<file path="config.mk">
export PLATFORM = sky130hd
export DESIGN_NAME = tcu_setup
export DESIGN_NICKNAME = d
export VERILOG_FILES = /design/src/hdl/tcu_pkg.sv /design/src/hdl/tcu_setup.sv
export SDC_FILE = /design/constraint.sdc
export NUM_CORES = 1
export LEC_CHECK = 0
export ABC_AREA = 1
export ABC_CLOCK_PERIOD_IN_PS = 1700
export BUFFER_PORTS_ARGS = -buffer_cell sky130_fd_sc_hd__buf_2
export CORE_UTILIZATION = 32
export DETAILED_ROUTE_END_ITERATION = 6
export PLACE_DENSITY_LB_ADDON = 0.3
export REMOVE_ABC_BUFFERS = 1
export SLEW_MARGIN = 30
export SYNTH_ARGS = -nofsm -noshare
export SYNTH_HDL_FRONTEND = slang
export SYNTH_SLANG_ARGS = --single-unit
</file>
<file path="constraint.sdc">
create_clock -name clk -period 1.7 [get_ports clk]
set_input_delay 0.255 -clock clk [delete_from_list [all_inputs] [get_ports clk]]
set_output_delay 0.255 -clock clk [all_outputs]
set_load 0.01 [all_outputs]
</file>
<file path="src/hdl/tcu_pkg.sv">
package tcu_pkg;

  // Field widths of the stream payload.
  localparam int COORD_W    = 16;
  localparam int TILE_IDX_W = 8;
  localparam int COLOR_W    = 8;
  localparam int CANVAS_W   = 12;
  localparam int MASK_DIM   = 8;
  localparam int MASK_W     = MASK_DIM * MASK_DIM;
  localparam int CLASS_W    = 2;
  localparam int CFG_IDX_W  = 1;

  // Internal arithmetic widths.
  // Edge deltas are one bit wider than a coordinate.
  localparam int DELTA_W = COORD_W + 1;
  // A vertex rounded up to whole pixels, signed.
  localparam int PIX_W   = COORD_W - 3;
  // Block origin in pixels, sized for the largest block edge of eight.
  localparam int MAX_TILE_SIZE = 8;
  localparam int PIXEL_W = $clog2(((1 << TILE_IDX_W) - 1) * MAX_TILE_SIZE + 1);
  // Product of a delta and a coordinate.
  localparam int PROD_W  = DELTA_W + COORD_W;
  // Edge function values, with headroom over the largest sum of products.
  localparam int E_W     = PROD_W + 5;

  // Defaults.
  localparam int DEF_TILE_SIZE     = 8;
  localparam int DEF_CANVAS_WIDTH  = 640;
  localparam int DEF_CANVAS_HEIGHT = 480;

  // Configuration register indexes.
  localparam logic [CFG_IDX_W-1:0] REG_CANVAS_WIDTH  = 1'b0;
  localparam logic [CFG_IDX_W-1:0] REG_CANVAS_HEIGHT = 1'b1;

  // Block class codes.
  typedef enum logic [CLASS_W-1:0] {
    CLASS_OUTSIDE = 2'd0,
    CLASS_REJECT  = 2'd1,
    CLASS_PARTIAL = 2'd2,
    CLASS_FULL    = 2'd3
  } tile_class_t;

  // Load enables of the five pipeline stages.
  typedef struct packed {
    logic s1;
    logic s2;
    logic s3;
    logic s4;
    logic s5;
  } stage_load_t;

  // Stage 1 payload: vertices, edge deltas, rounded vertices, block origin.
  typedef struct packed {
    logic [2:0][COORD_W-1:0] x;
    logic [2:0][COORD_W-1:0] y;
    logic [2:0][DELTA_W-1:0] dx;
    logic [2:0][DELTA_W-1:0] dy;
    logic [2:0][PIX_W-1:0]   ceil_x;
    logic [2:0][PIX_W-1:0]   ceil_y;
    logic [PIXEL_W-1:0]      tx;
    logic [PIXEL_W-1:0]      ty;
    logic [COLOR_W-1:0]      color;
  } setup_t;

  // Stage 3 payload: edge values at the block origin.
  typedef struct packed {
    logic [2:0][E_W-1:0]     e0;
    logic [2:0][DELTA_W-1:0] dx;
    logic [2:0][DELTA_W-1:0] dy;
    logic                    in_box;
    logic [PIXEL_W-1:0]      tx;
    logic [PIXEL_W-1:0]      ty;
    logic [COLOR_W-1:0]      color;
  } edge_t;

  // Rounds a 12.4 coordinate up to whole pixels, floor((v + 15) / 16).
  function automatic logic [PIX_W-1:0] pix_ceil(input logic [COORD_W-1:0] v);
    logic signed [COORD_W:0] sum;
    sum = $signed({v[COORD_W-1], v}) + (COORD_W+1)'(15);
    return sum[COORD_W:4];
  endfunction

endpackage

</file>
<file path="src/hdl/tcu_setup.sv">
module tcu_setup import tcu_pkg::*; #(
  parameter int TILE_SIZE = DEF_TILE_SIZE
) (
  input  logic                  clk,
  input  stage_load_t           load,
  input  logic [COORD_W-1:0]    ax,
  input  logic [COORD_W-1:0]    ay,
  input  logic [COORD_W-1:0]    bx,
  input  logic [COORD_W-1:0]    by_coord,
  input  logic [COORD_W-1:0]    cx,
  input  logic [COORD_W-1:0]    cy,
  input  logic [TILE_IDX_W-1:0] tile_col,
  input  logic [TILE_IDX_W-1:0] tile_row,
  input  logic [COLOR_W-1:0]    fill_color,
  output setup_t                s1
);

  logic [2:0][COORD_W-1:0] vx;
  logic [2:0][COORD_W-1:0] vy;
  setup_t                  s1_next;

  assign vx = {cx, bx, ax};
  assign vy = {cy, by_coord, ay};

  // Edge deltas, rounded vertices and the block origin in pixels.
  always_comb begin
    int j;
    s1_next = '0;
    for (int i = 0; i < 3; i++) begin
      j = (i == 2) ? 0 : i + 1;
      s1_next.x[i]  = vx[i];
      s1_next.y[i]  = vy[i];
      s1_next.dx[i] = DELTA_W'($signed(vx[i])) - DELTA_W'($signed(vx[j]));
      s1_next.dy[i] = DELTA_W'($signed(vy[i])) - DELTA_W'($signed(vy[j]));
      s1_next.ceil_x[i] = pix_ceil(vx[i]);
      s1_next.ceil_y[i] = pix_ceil(vy[i]);
    end
    s1_next.tx    = PIXEL_W'(32'(tile_col) * TILE_SIZE);
    s1_next.ty    = PIXEL_W'(32'(tile_row) * TILE_SIZE);
    s1_next.color = fill_color;
  end

  always_ff @(posedge clk) begin
    if (load.s1) begin
      s1 <= s1_next;
    end
  end

endmodule

</file>
==> metrics.md <==
| Metric | Value |
|---|---|
| Global placement routability congestion | `between 0.9 and 1` |
| CP max stage delay | `roughly 0.54 ns` |
| Post-Route WL | `between 50,000 and 60,000 um` |
| Largest regs | `s1: 300 flops` |
| Area share of the largest cell type after synthesis | `0.538` |
| Cell variety after synth | `29` |
| P&R area growth vs syn | `43.4%` |
| Max-slew violation count | `0` |
| Nature of the critical path startpoint | `primary input` |
| Number of H-tree levels | `2` |
| Setup ws final | `between 0.08 and 0.09 ns` |
| Family with the most delay on the worst path | `buffers and inverters` |
| Max-Cap Viols | `0` |
| Clock-pin slew on the worst setup and hold paths | `approximately 0.060 ns` |
| Largest net degree at the start of global routing | `73` |
| Area leader, netlist | `edfxtp_1` |
| Dpl cells | `about 3,300` |
| FILL cells | `5,008` |
| Cell area power density | `943 nW/um^2` |
| Die Height | `roughly 230 um` |
| Syn Inst Count | `around 1,900` |
| Yosys reg bits | `300` |
| Drt drc | `0` |
| Io pins | `around 430` |
| Largest register FFs | `300` |
| Final Instance Count excl. Fillers | `roughly 3,400` |
| Syn avg cell area | `8.87 sq um` |
| Buffer count from post-CTS setup fixing | `0` |
| Core box area | `between 50,000 and 60,000 sq um` |
| Maximum root-to-sink buffer count | `3` |
| Share of layout cells above drive strength 1 | `0.299` |
| Die Wd | `~230 um` |
| Initial antenna violation count | `1` |
| Final Hold Vio Count | `0` |
| Peak VDD IR | `between 600 and 700 uV` |
| ANT cells | `0` |
| Worst hold path class | `in -> reg` |
| Worst hold slack | `0.0335 ns` |
| Final-stage net count | `just under 3,000` |
| Vias in the first global route | `about 15,000` |
| Ranking of synthesized cells by area | `edfxtp_1 (54%), nand2_1 (15%), inv_1 (9.0%), ha_1 (7.2%), xor2_1 (3.5%)` |
| Biggest register | `s1` |
| Buffers and inverters on the worst path | `3` |
| TritonCTS clock tree | `yes` |
| Crit Path Max Fanout | `4` |
| Post-place setup slack | `-0.403 ns` |
| Sink Count | `300` |
| Initial DRC count | `approximately 870` |
| Detailed Routing Iterations Pass 1 | `5` |
| Rows | `83` |
| HPWL after DPL | `roughly 46,000 um` |
| Period utilisation layout | `0.948` |
| Syn. warnings | `0` |
| First-pass GRT wire length | `between 80,000 and 90,000 um` |
| Total track usage | `0.212` |
| Starting Density | `0.325` |
| Leak pwr | `12.5 nW` |
| Routed len/inst | `16.7 um` |
| Top cell by count, worst path | `nand2_1` |
| Crit path cell chain | `dlygate4sd3_1 > buf_2 > ha_1 > nand2_1 > inv_1 > nand2_1 > nand2_1 > a21oi_1 > nand2_1 > nand2_1 > nand2_1` |
| Die area | `between 50,000 and 60,000 sq um` |
| CP Class | `in -> reg` |
| Post-layout min period | `~1.6 ns` |
| Antenna Violating Nets Remaining | `0` |
| Cell Area, Synth | `~17,000 sq um` |
| Post-DR vias/cell | `4.44` |
| Root Buffer | `clkbuf_16` |
| Max Fclk | `slightly above 600 MHz` |
| IO Port Bufs | `~420` |
| Setup repair after global routing missed its margin | `yes` |
| Worst path arrival time | `roughly 1.9 ns` |
| Status | `finished clean` |
| GRT Residual Overflow | `0` |
| Setup TNS | `0 ns` |
| Post-synthesis sequential area ratio | `0.538` |
| Crit path capture type | `register` |
| DR vias | `roughly 15,000` |
| TritonCTS buffer count | `37` |
| Final Setup Violations | `0` |
| Worst path slowest cell | `dlygate4sd3_1` |
| Worst Path Required | `between 1.5 and 2 ns` |
[cells in the mapped netlist]
cell type	instances
or2_2	8
xnor2_1	14
nand3b_1	1
o21ai_1	2
nand4_2	3
inv_2	1
nand2_1	650
nand4_1	7
a21oi_1	75
nor3_2	3
buf_4	6
nand2_2	3
o21ai_0	2
edfxtp_1	300
inv_1	401
nor4_1	1
nand3_2	1
ha_1	96
nor2_1	94
fa_1	6
a31oi_1	1
nand3_1	94
a21oi_2	1
nor2_2	5
xor2_1	67
nor3_4	1
nor2_4	1
nor3_1	45
conb_1	1
[metrics by stage]
stage               cell area, sq um  power [W]   util
floorplan                      16700     0.0118      -
global placement               22000     0.0145  0.427
detailed placement             22000     0.0145  0.427
CTS                            23900     0.0229  0.464
global route                   24000     0.0237  0.467
finish                         24000     0.0227  0.467
[logic make-up (layout without fill, tap and decap cells)]
logic type      after synthesis  after routing  synth area share
simple gates                917            917             0.224
xor+xnor                     81             81            0.0423
other cells                   1              6          0.000224
compound gates               81             81            0.0245
fa+ha+maj                   102            102            0.0788
flops                       300            300             0.538
buf+inv                     408           1251            0.0927
[what timing repair did]
item / in CTS / in global routing
resized for setup: 0 / 19
hold endpoints to repair: 69 / 0
hold buffers: 66 / 0
endpoints found under the setup margin: 0 / 9
[layout by cell type, fill, tap and decap left out, types with 5 or more instances in the layout]
| cell | instances |
|---|---|
| xnor2_1 | 14 |
| conb_1 | 6 |
| nor2_2 | 5 |
| buf_12 | 6 |
| xor2_1 | 67 |
| clkbuf_1 | 6 |
| nand3_1 | 94 |
| nand4_1 | 7 |
| buf_2 | 419 |
| fa_1 | 6 |
| edfxtp_1 | 300 |
| nor2_1 | 94 |
| bufinv_16 | 6 |
| nand2_1 | 646 |
| clkbuf_16 | 37 |
| a21oi_1 | 71 |
| dlygate4sd3_1 | 66 |
| ha_4 | 6 |
| ha_1 | 88 |
| nand2_2 | 7 |
| a21oi_2 | 5 |
| nor3_1 | 45 |
| inv_1 | 399 |
| or2_2 | 8 |
| buf_4 | 294 |
[final timing paths]
path / start / to / slack, ns / depth (start not counted)
setup / recovery: cy[14] / s1[157]$_DFFE_PP_ / 0.09 / 11
hold / removal: cy[2] / s1[244]$_DFFE_PP_ / 0.03 / 2
[report_power, final]
group / internal (W) / switching, W / leakage (nW) / total [W]
Sequential: 0.00911 / 0.000256 / 2.93 / 0.00936
Clock: 0.00494 / 0.00318 / 0.599 / 0.00813
Combinational: 0.00216 / 0.00301 / 8.98 / 0.00516
Total: 0.0162 / 0.00645 / 12.5 / 0.0227
[area by class of cell]
type | instances | area (sq um) | share of cell area
inverter | 402 | 1510 | 0.0628
timing repair buffer | 786 | 5100 | 0.212
sequential | 300 | 9010 | 0.375
clock inverter | 20 | 294 | 0.0122
tap | 680 | 851 | 0.0354
clock buffer | 43 | 948 | 0.0395
multi-input combinational | 1187 | 6320 | 0.263
[layer usage]
layer | global-route usage | up-vias | part of all wire
met1 | 0.251 | 6900 | 0.40
met2 | 0.367 | 532 | 0.48
met5 | 0 | - | 0
met3 | 0.0527 | 107 | 0.080
li1 | - | 7636 | -
met4 | 0.0822 | 0 | 0.039
Note: power is estimated with default switching activity, not from simulation.
